`config.mk`:
```
export PLATFORM = sky130hd
export DESIGN_NAME = alpha_instruction_check_and_shuffle
export DESIGN_NICKNAME = d
export VERILOG_FILES = /design/src/sv/aics_pkg.sv /design/src/sv/alpha_instruction_check_and_shuffle.sv
export VERILOG_INCLUDE_DIRS = /design/src /design/src/sv
export SDC_FILE = /design/constraint.sdc
export NUM_CORES = 1
export LEC_CHECK = 0
export BUFFER_PORTS_ARGS = -buffer_cell sky130_fd_sc_hd__buf_2
export CORE_MARGIN = 3
export CORE_UTILIZATION = 45
export CTS_CLUSTER_DIAMETER = 150
export DETAILED_ROUTE_END_ITERATION = 10
export RECOVER_POWER = 100
export SETUP_SLACK_MARGIN = 0.3
export SLEW_MARGIN = 10
export SYNTH_ARGS = -nofsm -noshare
export SYNTH_HDL_FRONTEND = slang
export SYNTH_SLANG_ARGS = --single-unit
```
`constraint.sdc`:
```
create_clock -name i_clk -period 3.35 [get_ports i_clk]
set_input_delay 0.335 -clock i_clk [delete_from_list [all_inputs] [get_ports i_clk]]
set_output_delay 0.335 -clock i_clk [all_outputs]
set_load 0.05 [all_outputs]
```
`src/sv/assert_macros.svh`:
```
// Assertion macros for the RTL of the instruction check block
`ifndef ASSERT_MACROS_SVH
`define ASSERT_MACROS_SVH

// Same-cycle implication, checked at every rising edge of i_clk outside reset
`define AICS_ASSERT_NOW(label, ante, cons, msg) \
    label: assert property (@(posedge i_clk) disable iff (!i_rst_n) (ante) |-> (cons)) \
        else $error(msg);

// Next-cycle implication, checked at every rising edge of i_clk outside reset
`define AICS_ASSERT_NEXT(label, ante, cons, msg) \
    label: assert property (@(posedge i_clk) disable iff (!i_rst_n) (ante) |=> (cons)) \
        else $error(msg);

`endif

```
`src/sv/aics_pkg.sv`:
```
// Package: opcodes, format groups, field shuffles and legality lists
`default_nettype none

package aics_pkg;

    // Major opcodes (bits 31..26) that get special handling
    localparam logic [5:0] OP_PAL  = 6'h00;
    localparam logic [5:0] OP_INTA = 6'h10;
    localparam logic [5:0] OP_INTL = 6'h11;
    localparam logic [5:0] OP_INTS = 6'h12;
    localparam logic [5:0] OP_INTM = 6'h13;
    localparam logic [5:0] OP_ITFP = 6'h14;
    localparam logic [5:0] OP_FLTV = 6'h15;
    localparam logic [5:0] OP_FLTI = 6'h16;
    localparam logic [5:0] OP_FLTL = 6'h17;
    localparam logic [5:0] OP_MISC = 6'h18;
    localparam logic [5:0] OP_FPTI = 6'h1C;

    // Direction register codes
    localparam logic DIR_FWD = 1'b0;
    localparam logic DIR_INV = 1'b1;

    localparam logic DIRECTION_RESET = DIR_FWD;

    // Field layout group of an opcode
    typedef enum logic [1:0] {
        GRP_NONE  = 2'd0,
        GRP_FPOP  = 2'd1,
        GRP_MISC  = 2'd2,
        GRP_INTOP = 2'd3
    } t_group;

    function automatic t_group f_group(input logic [5:0] op);
        t_group g;
        unique case (op)
            OP_ITFP, OP_FLTV, OP_FLTI, OP_FLTL: g = GRP_FPOP;
            OP_MISC:                            g = GRP_MISC;
            OP_INTA, OP_INTL, OP_INTS, OP_INTM,
            OP_FPTI:                            g = GRP_INTOP;
            default:                            g = GRP_NONE;
        endcase
        return g;
    endfunction

    function automatic logic [31:0] f_swap_bytes(input logic [31:0] w);
        return {w[7:0], w[15:8], w[23:16], w[31:24]};
    endfunction

    // Move op and func to the top of the word
    function automatic logic [31:0] f_fwd_fields(input logic [31:0] w);
        logic [31:0] r;
        unique case (f_group(w[31:26]))
            GRP_FPOP:  r = {w[31:26], w[15:5], w[25:16], w[4:0]};
            GRP_MISC:  r = {w[31:26], w[15:0], w[25:16]};
            GRP_INTOP: r = {w[31:26], w[12:5], w[25:13], w[4:0]};
            default:   r = w;
        endcase
        return r;
    endfunction

    // Restore the original field order
    function automatic logic [31:0] f_inv_fields(input logic [31:0] w);
        logic [31:0] r;
        unique case (f_group(w[31:26]))
            GRP_FPOP:  r = {w[31:26], w[14:5], w[25:15], w[4:0]};
            GRP_MISC:  r = {w[31:26], w[9:0], w[25:10]};
            GRP_INTOP: r = {w[31:26], w[17:5], w[25:18], w[4:0]};
            default:   r = w;
        endcase
        return r;
    endfunction

    // Legal function code lists
    function automatic logic f_int_add(input logic [6:0] f);
        logic ok;
        unique case (f)
            7'h40, 7'h00, 7'h02, 7'h49, 7'h09, 7'h0B, 7'h0F, 7'h12, 7'h1B, 7'h1D,
            7'h60, 7'h20, 7'h22, 7'h69, 7'h29, 7'h2B, 7'h2D, 7'h32, 7'h3B, 7'h3D,
            7'h4D, 7'h6D: ok = 1'b1;
            default:      ok = 1'b0;
        endcase
        return ok;
    endfunction

    function automatic logic f_int_log(input logic [6:0] f);
        logic ok;
        unique case (f)
            7'h00, 7'h08, 7'h14, 7'h16, 7'h20, 7'h24, 7'h26, 7'h28, 7'h40, 7'h44,
            7'h46, 7'h48, 7'h61, 7'h64, 7'h66, 7'h6C: ok = 1'b1;
            default:                                  ok = 1'b0;
        endcase
        return ok;
    endfunction

    function automatic logic f_int_sh(input logic [6:0] f);
        logic ok;
        unique case (f)
            7'h02, 7'h06, 7'h0B, 7'h12, 7'h16, 7'h1B, 7'h22, 7'h26, 7'h2B, 7'h30,
            7'h31, 7'h32, 7'h34, 7'h36, 7'h39, 7'h3B, 7'h3C, 7'h52, 7'h57, 7'h5A,
            7'h62, 7'h67, 7'h6A, 7'h72, 7'h77, 7'h7A: ok = 1'b1;
            default:                                  ok = 1'b0;
        endcase
        return ok;
    endfunction

    function automatic logic f_int_mul(input logic [6:0] f);
        logic ok;
        unique case (f)
            7'h40, 7'h00, 7'h60, 7'h20, 7'h30: ok = 1'b1;
            default:                           ok = 1'b0;
        endcase
        return ok;
    endfunction

    function automatic logic f_itof(input logic [10:0] f);
        logic ok;
        unique case (f)
            11'h004, 11'h00A, 11'h08A, 11'h10A, 11'h18A, 11'h40A, 11'h48A, 11'h50A,
            11'h58A, 11'h00B, 11'h04B, 11'h08B, 11'h0CB, 11'h10B, 11'h14B, 11'h18B,
            11'h1CB, 11'h50B, 11'h54B, 11'h58B, 11'h5CB, 11'h70B, 11'h74B, 11'h78B,
            11'h7CB, 11'h014, 11'h024, 11'h02A, 11'h0AA, 11'h12A, 11'h1AA, 11'h42A,
            11'h4AA, 11'h52A, 11'h5AA, 11'h02B, 11'h06B, 11'h0AB, 11'h0EB, 11'h12B,
            11'h16B, 11'h1AB, 11'h1EB, 11'h52B, 11'h56B, 11'h5AB, 11'h5EB, 11'h72B,
            11'h76B, 11'h7AB, 11'h7EB: ok = 1'b1;
            default:                   ok = 1'b0;
        endcase
        return ok;
    endfunction

    function automatic logic f_vax_a(input logic [10:0] f);
        logic ok;
        unique case (f)
            11'h0A5, 11'h4A5, 11'h0A6, 11'h4A6, 11'h0A7, 11'h4A7, 11'h03C, 11'h0BC,
            11'h03E, 11'h0BE: ok = 1'b1;
            default:          ok = 1'b0;
        endcase
        return ok;
    endfunction

    function automatic logic f_vax_b(input logic [6:0] f);
        logic ok;
        unique case (f)
            7'h00, 7'h01, 7'h02, 7'h03, 7'h1E, 7'h20, 7'h21, 7'h22, 7'h23, 7'h2C,
            7'h2D, 7'h2F: ok = 1'b1;
            default:      ok = 1'b0;
        endcase
        return ok;
    endfunction

    function automatic logic f_ieee_a(input logic [10:0] f);
        logic ok;
        unique case (f)
            11'h0A4, 11'h5A4, 11'h0A5, 11'h5A5, 11'h0A6, 11'h5A6, 11'h0A7, 11'h5A7,
            11'h2AC, 11'h6AC: ok = 1'b1;
            default:          ok = 1'b0;
        endcase
        return ok;
    endfunction

    function automatic logic f_ieee_b(input logic [5:0] f);
        logic ok;
        unique case (f)
            6'h00, 6'h01, 6'h02, 6'h03, 6'h20, 6'h21, 6'h22, 6'h23, 6'h2C,
            6'h2F:   ok = 1'b1;
            default: ok = 1'b0;
        endcase
        return ok;
    endfunction

    function automatic logic f_fpl(input logic [10:0] f);
        logic ok;
        unique case (f)
            11'h010, 11'h020, 11'h021, 11'h022, 11'h024, 11'h025, 11'h02A, 11'h02B,
            11'h02C, 11'h02D, 11'h02E, 11'h02F, 11'h030, 11'h130,
            11'h530: ok = 1'b1;
            default: ok = 1'b0;
        endcase
        return ok;
    endfunction

    function automatic logic f_misc(input logic [15:0] f);
        logic ok;
        unique case (f)
            16'h0000, 16'h0400, 16'h4000, 16'h4400, 16'h8000, 16'hA000, 16'hC000,
            16'hE000, 16'hE800, 16'hF000, 16'hF800, 16'hFC00: ok = 1'b1;
            default:                                          ok = 1'b0;
        endcase
        return ok;
    endfunction

    function automatic logic f_ftoi(input logic [6:0] f);
        logic ok;
        unique case (f)
            7'h00, 7'h01, 7'h30, 7'h31, 7'h32, 7'h33, 7'h34, 7'h35, 7'h36, 7'h37,
            7'h38, 7'h39, 7'h3A, 7'h3B, 7'h3C, 7'h3D, 7'h3E, 7'h3F, 7'h70,
            7'h78:   ok = 1'b1;
            default: ok = 1'b0;
        endcase
        return ok;
    endfunction

    // IEEE FP group: list A, then the rounding/trap masking rules
    function automatic logic f_ieee_legal(input logic [10:0] f);
        logic ok;
        if (f_ieee_a(f)) begin
            ok = 1'b1;
        end else if (f[10:9] == 2'b01 || (f[10] && !f[8])) begin
            ok = 1'b0;
        end else if (f_ieee_b(f[5:0])) begin
            ok = 1'b1;
        end else if (f[5:0] == 6'h3C || f[5:0] == 6'h3E) begin
            ok = (f[9:8] != 2'b01);
        end else begin
            ok = 1'b0;
        end
        return ok;
    endfunction

    // Legality of a word in original field order
    function automatic logic f_legal_word(input logic [31:0] w);
        logic [5:0]  op;
        logic [6:0]  f7;
        logic [10:0] f11;
        logic        ok;
        op  = w[31:26];
        f7  = w[11:5];
        f11 = w[15:5];
        unique case (op)
            // PAL: low bits in 0x00..0x3F or 0x80..0xBF
            OP_PAL:  ok = (w[28:8] == 21'd0) && !w[6];
            OP_INTA: ok = f_int_add(f7);
            OP_INTL: ok = f_int_log(f7);
            OP_INTS: ok = f_int_sh(f7);
            OP_INTM: ok = f_int_mul(f7);
            OP_ITFP: ok = f_itof(f11);
            OP_FLTV: ok = f_vax_a(f11) || (!f11[9] && f_vax_b(f11[6:0]));
            OP_FLTI: ok = f_ieee_legal(f11);
            OP_FLTL: ok = f_fpl(f11);
            OP_MISC: ok = f_misc(w[15:0]);
            OP_FPTI: ok = f_ftoi(f7);
            // reserved opcodes 0x01..0x07 are illegal, all others legal
            default: ok = (op[5:3] != 3'd0);
        endcase
        return ok;
    endfunction

endpackage

`default_nettype wire

```
`src/sv/alpha_instruction_check_and_shuffle.sv`:
```
// Top level: instruction legality check with field shuffle and byte swap
//
//  channel | signals                              | handshake
//  --------+--------------------------------------+-----------------------
//  input   | i_instr_word                         | i_valid / o_ready
//  output  | o_out_word, o_is_legal               | o_valid / i_ready
//  config  | i_cfg_data (direction)               | i_cfg_we, no wait
//
// One item per cycle while i_ready is high; an accepted item goes to the input
// register, then check and shuffle logic into the result register (o_valid).
// Reset (synchronous, active low) empties both stages and sets forward direction.
// A stall on i_ready holds the result; the input register still fills, so one
// item more is taken before o_ready drops.
`default_nettype none

module alpha_instruction_check_and_shuffle (
    input  wire logic        i_clk,
    input  wire logic        i_rst_n,
    input  wire logic        i_valid,
    output logic             o_ready,
    input  wire logic [31:0] i_instr_word,
    output logic             o_valid,
    input  wire logic        i_ready,
    output logic [31:0]      o_out_word,
    output logic             o_is_legal,
    input  wire logic        i_cfg_we,
    input  wire logic        i_cfg_data
);

`include "assert_macros.svh"

    logic        r_direction;
    logic        r_s1_valid;
    logic [31:0] r_s1_word;
    logic        r_out_valid;
    logic [31:0] r_out_word;
    logic        r_out_legal;

    logic        s1_advance;
    logic        in_take;
    logic [31:0] n_out_word;
    logic        n_out_legal;
    logic [31:0] fwd_word;
    logic [31:0] inv_word;
    logic        out_fwd_reserved;

    // Handshake: result register frees, then input register frees
    assign s1_advance = r_s1_valid && (!r_out_valid || i_ready);
    assign o_ready    = !r_s1_valid || s1_advance;
    assign in_take    = i_valid && o_ready;

    // Direction register
    always_ff @(posedge i_clk) begin
        if (!i_rst_n) begin
            r_direction <= aics_pkg::DIRECTION_RESET;
        end else if (i_cfg_we) begin
            r_direction <= i_cfg_data;
        end
    end

    // Input register
    always_ff @(posedge i_clk) begin
        if (!i_rst_n) begin
            r_s1_valid <= 1'b0;
        end else if (o_ready) begin
            r_s1_valid <= i_valid;
        end
    end

    always_ff @(posedge i_clk) begin
        if (in_take) begin
            r_s1_word <= i_instr_word;
        end
    end

    // Shuffle and check; legality always taken on the original field order
    assign fwd_word = aics_pkg::f_swap_bytes(aics_pkg::f_fwd_fields(r_s1_word));
    assign inv_word = aics_pkg::f_inv_fields(aics_pkg::f_swap_bytes(r_s1_word));

    always_comb begin
        if (r_direction == aics_pkg::DIR_INV) begin
            n_out_word  = inv_word;
            n_out_legal = aics_pkg::f_legal_word(inv_word);
        end else begin
            n_out_word  = fwd_word;
            n_out_legal = aics_pkg::f_legal_word(r_s1_word);
        end
    end

    // Result register
    always_ff @(posedge i_clk) begin
        if (!i_rst_n) begin
            r_out_valid <= 1'b0;
        end else if (s1_advance) begin
            r_out_valid <= 1'b1;
        end else if (i_ready) begin
            r_out_valid <= 1'b0;
        end
    end

    always_ff @(posedge i_clk) begin
        if (s1_advance) begin
            r_out_word  <= n_out_word;
            r_out_legal <= n_out_legal;
        end
    end

    assign o_valid    = r_out_valid;
    assign o_out_word = r_out_word;
    assign o_is_legal = r_out_legal;

    // Forward result whose opcode (low byte after the swap) is in 0x01..0x07
    assign out_fwd_reserved = r_out_valid && r_direction == aics_pkg::DIR_FWD &&
                              o_out_word[7:5] == 3'd0 && o_out_word[4:2] != 3'd0;

    // Checks
    `AICS_ASSERT_NEXT(a_take_fills_s1, in_take, r_s1_valid, "accepted item not in input register")
    `AICS_ASSERT_NEXT(a_advance_fills_out, s1_advance, r_out_valid, "advanced item lost")
    `AICS_ASSERT_NOW(a_fwd_reserved_illegal, out_fwd_reserved, !o_is_legal, "reserved opcode legal")

endmodule

`default_nettype wire

```
==> key figures, run 1 <==
Die
  – Die H: between 100 and 150 um
  – Initial Util: 0.472
  – Core area: between 10000 and 15000 um^2
  – Die Footprint: 14300 um^2
  – Die X-Extent: between 100 and 150 um
  – Number of I/O pins: 73
  – Site row count: 40

Worst setup path
  – Reg2Reg Setup Slack: approximately 0.34 ns
  – CP Class: reg2reg
  – Slowest CP cell: edfxtp_1
  – Slowest cell delay on critical path: between 0.5 and 0.6 ns
  – Worst Path Arrival: 3.07 ns
  – Crit path max fanout: 20
  – Setup crit end kind: register
  – Startpoint Class: register
  – CP cell instances: o21bai_1 -> buf_6 -> a221oi_4 -> clkbuf_1 -> nor2_2 -> nor3_2 -> o32ai_1 -> a32oi_1 -> o2111ai_1 -> o31ai_1 -> o211ai_1
  – Req. time, crit path: around 3.4 ns

Drt
  – DRC Markers: 0
  – Via density: 6.61
  – Via count: 6223
  – Initial DRT Pass Iterations: 7
  – Routed Antenna Nets: 0
  – Routed WL: roughly 21000 um
  – Wire per inst: between 20 and 25 um
  – DRT iter0 DRCs: 700

Timing
  – RSZ-0062 raised after global routing: false
  – Slew at the pin closest to its max-slew limit: ~1.7 ns
  – Sum of negative setup slack: 0 ns
  – Period utilization: 0.898
  – Final Hold Viols: 0
  – Worst slew margin: -0.130
  – Fin Clk Skew: slightly below 0.009 ns
  – Max-slew violations: 34
  – Fin crit period: 3.01 ns
  – Max Freq: between 300 and 400 MHz
  – # setup viols final: 0

CTS
  – Later-pin clock latency in the skew report: 0.35 ns
  – Num CTS Buffers: 9
  – CTS sink cnt: between 70 and 80
  – H-Tree Level Count: 3
  – CTS clk-pin slew, worst paths: approximately 0.06 ns
  – CTS Hold Buffers Added: 0
  – CTS tree: built
  – Root Buffer: clkbuf_16
  – Clock buffer depth: 2

Power
  – P_leak: 0.00225 uW
  – Maximum VDD drop: 0.242 mV
  – Pwr/cell area: around 440 nW/um^2

Logic synthesis
  – Number of synthesized flops with an enable pin: 65
  – Syn nets: 743
  – Share of flip-flops with an asynchronous set or reset: 0
  – Cell variety after synth: 73
  – Sequential area share after synthesis: 0.363
  – Synthesized flop and latch total: 73
  – Synth Flop Type: edfxtp_1
  – Synth Cell Area: between 5000 and 6000 um^2
  – Syn_area_per_cell: between 8 and 9 um^2
  – Cells after Synth: slightly above 700
  – Yosys warning count: 0

Placed design
  – Cells after DPL: slightly above 900
  – Dpl hpwl: 14800 um
  – Placer Congestion: approximately 0.99
  – Number of I/O port buffers: 72

Finish
  – # nets final: ~810
  – Most common cell after layout, fill and taps aside: nand2_1
  – Layout cell share with drive strength beyond 1: 0.160
  – Filler Cell Count: approximately 1.2k
  – Finished Layout Cells: 942
  – Area grow syn2layout: 16.7%
  – Antenna Cells: 0
  – Commonest cells after routing, fill and taps aside: nand2_1 (82), a21oi_1 (70), edfxtp_1 (65), nor2_1 (54), clkbuf_1 (51)

Worst hold path
  – Hold Crit Class: in2reg

Global routing
  – Tot GR Track Use: 0.287
  – Grt total ovfl: 0
  – First-pass GRT wire length: 32100 um
  – Vias in the first global route: between 5k and 6k
  – Largest net degree at the start of global routing: 38
  – Initial antenna violation count: 0

Run
  – Max Cap Viol: 1

Run status
  – Failing checks: max-capacitance violations, max-slew violations
  – Status: finished, violations left
-- critical path, delay by kind of cell, from the launching register on --
kind	cells	cell delay, ns
and+or+nand+nor	2	0.23
buffers and inverters	2	0.56
AOI/OAI and AO/OA	7	1.42
DFF	1	0.51
-- synth_stat cells (all sizes together), types with 5 or more instances --
cell type	n	area (um^2)
o21ai	48	240
a21oi	71	355
edfxtp	65	1950
a22oi	14	110
or3	5	31.3
buf	27	149
a211oi	8	60.1
o2111ai	8	70.1
nor4	11	68.8
clkbuf	48	180
mux2i	21	210
a221oi	6	76.3
dfxtp	8	160
inv	13	48.8
a31oi	11	68.8
nand4	14	87.6
nand2	83	314
o32ai	6	60.1
mux2	14	158
a2111oi	5	45.0
nor3b	6	45.0
xnor2	6	52.6
nor4b	6	58.8
nand2b	7	43.8
nor2	56	215
o22ai	8	56.3
nand3	20	100
nor3	25	130
nor2b	18	113
-- state kept, by name, summed over array words and instances, names as in the netlist, named ones only --
signal and cells:
r_s1_valid 1, r_s1_word 32, r_direction 1, o_valid 1, o_out_word 32, o_is_legal 1
-- layout make-up --
type | instances | area, um^2 | share of cell area
sequential | 73 | 2110 | 0.311
inverter | 13 | 48.8 | 0.00719
clock inverter | 6 | 67.6 | 0.00995
multi-input combinational | 544 | 3390 | 0.500
tap | 168 | 210 | 0.0310
clock buffer | 10 | 229 | 0.0337
timing repair buffer | 128 | 726 | 0.107
-- stage by stage --
step                hold slack, ns  setup slack [ns]   util  cell area (um^2)  power [uW]
floorplan                    0.434             0.407      -              5820        1720
global placement             0.491             0.378  0.524              6460        1990
detailed placement           0.513             0.387  0.524              6460        1990
CTS                          0.150             0.339  0.548              6750        2950
global route                 0.151             0.166  0.551              6790        3100
finish                       0.156             0.340  0.551              6790        2970
-- timing repair --
action / in CTS / in global routing
gates resized for setup: 0 / 14
endpoints found under the setup margin: 0 / 1
setup buffers: 0 / 5
-- logic make-up after synthesis --
group / count (synthesis) / share of synthesized area
muxes: 35 / 0.0632
and+or+nand+nor: 266 / 0.226
DFF: 73 / 0.363
xor gates and xnor gates: 7 / 0.0105
AOI/OAI and AO/OA: 236 / 0.272
buffers and inverters: 88 / 0.0650
-- routing by layer --
layer	track usage	wire, um	vias to the layer above
met5	0	0	-
met4	0.122	788	0
met3	0.0570	2210	63
met2	0.436	9240	391
met1	0.398	8650	2945
li1	-	-	2824
-- report_power, final --
group	switching, uW	leakage [uW]	internal (uW)
Clock	384	0.000139	578
Combinational	575	0.00143	293
Sequential	74.8	0.000687	1070
-- final timing paths --
check	startpoint	to	depth (start not counted)
worst max-delay path	r_s1_word[7]	o_is_legal	11
worst min-delay path	i_instr_word[15]	r_s1_word[15]	1
worst min register to register	r_s1_valid	o_valid	1
worst max register to register	r_s1_word[7]	o_is_legal	11
Note: power is estimated with default switching activity, not from simulation.
==> inputs of run 2 (changes only) <==
--- a/config.mk
+++ b/config.mk
@@ -11,7 +11,7 @@
 export CORE_UTILIZATION = 45
 export CTS_CLUSTER_DIAMETER = 150
 export DETAILED_ROUTE_END_ITERATION = 10
-export RECOVER_POWER = 100
+export RECOVER_POWER = 50
 export SETUP_SLACK_MARGIN = 0.3
 export SLEW_MARGIN = 10
 export SYNTH_ARGS = -nofsm -noshare
==> key figures, run 2 (synthesis gave the netlist of run 1 again) <==
CTS
  – CTS tree: built
  – Later-pin clock latency in the skew report: around 0.35 ns
  – H-Tree Level Count: 3
  – Root Buffer: clkbuf_16
  – CTS Hold Buffers Added: 0
  – CTS sink cnt: 73
  – Clock buffer depth: 2
  – CTS clk-pin slew, worst paths: around 0.06 ns
  – Num CTS Buffers: 9

Worst setup path
  – Crit path max fanout: 26
  – CP most frequent cell: buf_4
  – Reg2reg start: r_s1_word[7]
  – Slowest cell delay on critical path: roughly 0.51 ns
  – Worst r2r dst: o_is_legal
  – Setup crit end kind: register
  – CP Class: reg2reg
  – Startpoint Class: register
  – Req. time, crit path: between 3 and 4 ns
  – Reg2Reg Setup Slack: between 0.3 and 0.4 ns
  – R2R depth: 12
  – Worst Path Arrival: roughly 3.0 ns
  – Slowest CP cell: edfxtp_1
  – CP cell instances: buf_6 -> nor2_1 -> a222oi_1 -> buf_4 -> buf_4 -> nor2_2 -> nor3_2 -> o32ai_1 -> a32oi_1 -> o2111ai_1 -> o31ai_1 -> o211ai_1

Global routing
  – Initial antenna violation count: 0
  – First-pass GRT wire length: between 30000 and 40000 um
  – Largest net degree at the start of global routing: 38
  – Vias in the first global route: just under 6k
  – Grt total ovfl: 0
  – Tot GR Track Use: 0.287

Power
  – Switching Fraction: 0.348
  – Maximum VDD drop: 0.242 mV
  – Pint: just under 2000 uW
  – Pwr/cell area: around 440 nW/um^2
  – Switching power: ~1000 uW
  – P_leak: 0.00227 uW
  – Clk network pwr share: 0.324
  – Sequential Power Share: 0.383
  – Combinational fraction of design power: 0.293

Timing
  – Final Hold Viols: 0
  – Max Freq: roughly 340 MHz
  – Slew at the pin closest to its max-slew limit: about 1.7 ns
  – Fin Clk Skew: approximately 0.010 ns
  – # setup viols final: 0
  – Max-slew violations: 34
  – RSZ-0062 raised after global routing: false
  – Period utilization: 0.882
  – Sum of negative setup slack: 0 ns
  – Worst slew margin: -0.130
  – Fin crit period: ~3.0 ns
  – Hold WS: 0.157 ns

Run status
  – Status: finished, violations left
  – Failing checks: max-capacitance violations, max-slew violations

Drt
  – DRC Markers: 0
  – Routed Antenna Nets: 0
  – DRT iter0 DRCs: ~670
  – Wire per inst: about 22 um
  – Routed WL: around 21000 um
  – Via count: 6214
  – Via density: around 6.6
  – Initial DRT Pass Iterations: 5

Finish
  – Commonest cells after routing, fill and taps aside: nand2_1 (82), a21oi_1 (70), edfxtp_1 (65), nor2_1 (54), buf_4 (50)
  – # nets final: around 810
  – Area grow syn2layout: 16.9%
  – Antenna Cells: 0
  – Util after Layout: 0.553
  – Layout cell share with drive strength beyond 1: 0.165
  – Filler Cell Count: between 1k and 1.5k
  – Most common cell after layout, fill and taps aside: nand2_1

Placed design
  – Number of I/O port buffers: 72
  – Dpl hpwl: between 10000 and 15000 um
  – Placer Congestion: ~1

Die
  – Core area: around 12000 um^2
  – Die X-Extent: approximately 120 um
  – Die Footprint: approximately 14000 um^2
  – Number of I/O pins: between 70 and 80
  – Die H: 120 um
  – Initial Util: 0.472
  – Site row count: 40

Worst hold path
  – Hold Crit Class: in2reg
  – Hold depth: 1
  – Hold Startpoint: i_instr_word[16]
  – Hold Path Sink: r_s1_word[16]

Run
  – Max Cap Viol: 1
[run 2: repair_timing]
action                                  CTS  global route
resized for setup                         0            14
endpoints found under the setup margin    0             1
buffers inserted                          0             5
[run 2: stage by stage]
step,instances,area [um^2],setup slack (ns),power (uW)
6_report,942,6800,0.397,2980
5_1_grt,942,6800,0.244,3100
4_1_cts,937,6750,0.339,2950
3_5_place_dp,921,6460,0.387,1990
3_3_place_gp,921,6460,0.378,1990
2_1_floorplan,705,5820,0.407,1720
[run 2: worst max path at each step]
stage,startpoint,to,slack [ns]
final,r_s1_word[7],o_is_legal,0.40
after global routing,r_s1_word[7],o_is_legal,0.24
after CTS,r_s1_word[7],o_is_legal,0.34
after detailed placement,r_s1_word[7],o_is_legal,0.39
after global placement,r_s1_word[7],o_is_legal,0.38
after floorplan,o_valid,register,0.41
[run 2: critical path: cells and delay by family, from the launching register on]
kind                   cells  cell delay [ns]
AND/OR/NAND/NOR            3             0.30
flip-flops                 1             0.51
AO/OA/AOI/OAI              6             1.16
buffers and inverters      3             0.71
[run 2: routing by layer]
metal | wire length, um | part of all wire | track usage
met3 | 2160 | 0.10 | 0.0570
met5 | 0 | 0 | 0
met2 | 9200 | 0.44 | 0.436
met4 | 823 | 0.039 | 0.122
met1 | 8680 | 0.42 | 0.398
[run 2: final cells by class]
type | instances | area (um^2) | share of cell area
Inverter | 13 | 48.8 | 0.00717
Clock buffer | 10 | 229 | 0.0337
Tap cell | 168 | 210 | 0.0309
Timing Repair Buffer | 128 | 741 | 0.109
Multi-Input combinational cell | 544 | 3390 | 0.499
Clock inverter | 6 | 67.6 | 0.00993
Sequential cell | 73 | 2110 | 0.310
[run 2: power groups by stage]
| stage | clock network (uW) | registers [uW] | logic (uW) |
|---|---|---|---|
| CTS | 980 | 1140 | 840 |
| global route | 1020 | 1150 | 935 |
| global placement | 0 | 1150 | 840 |
| floorplan | 0 | 1190 | 525 |
| detailed placement | 0 | 1150 | 837 |
| finish | 964 | 1140 | 871 |
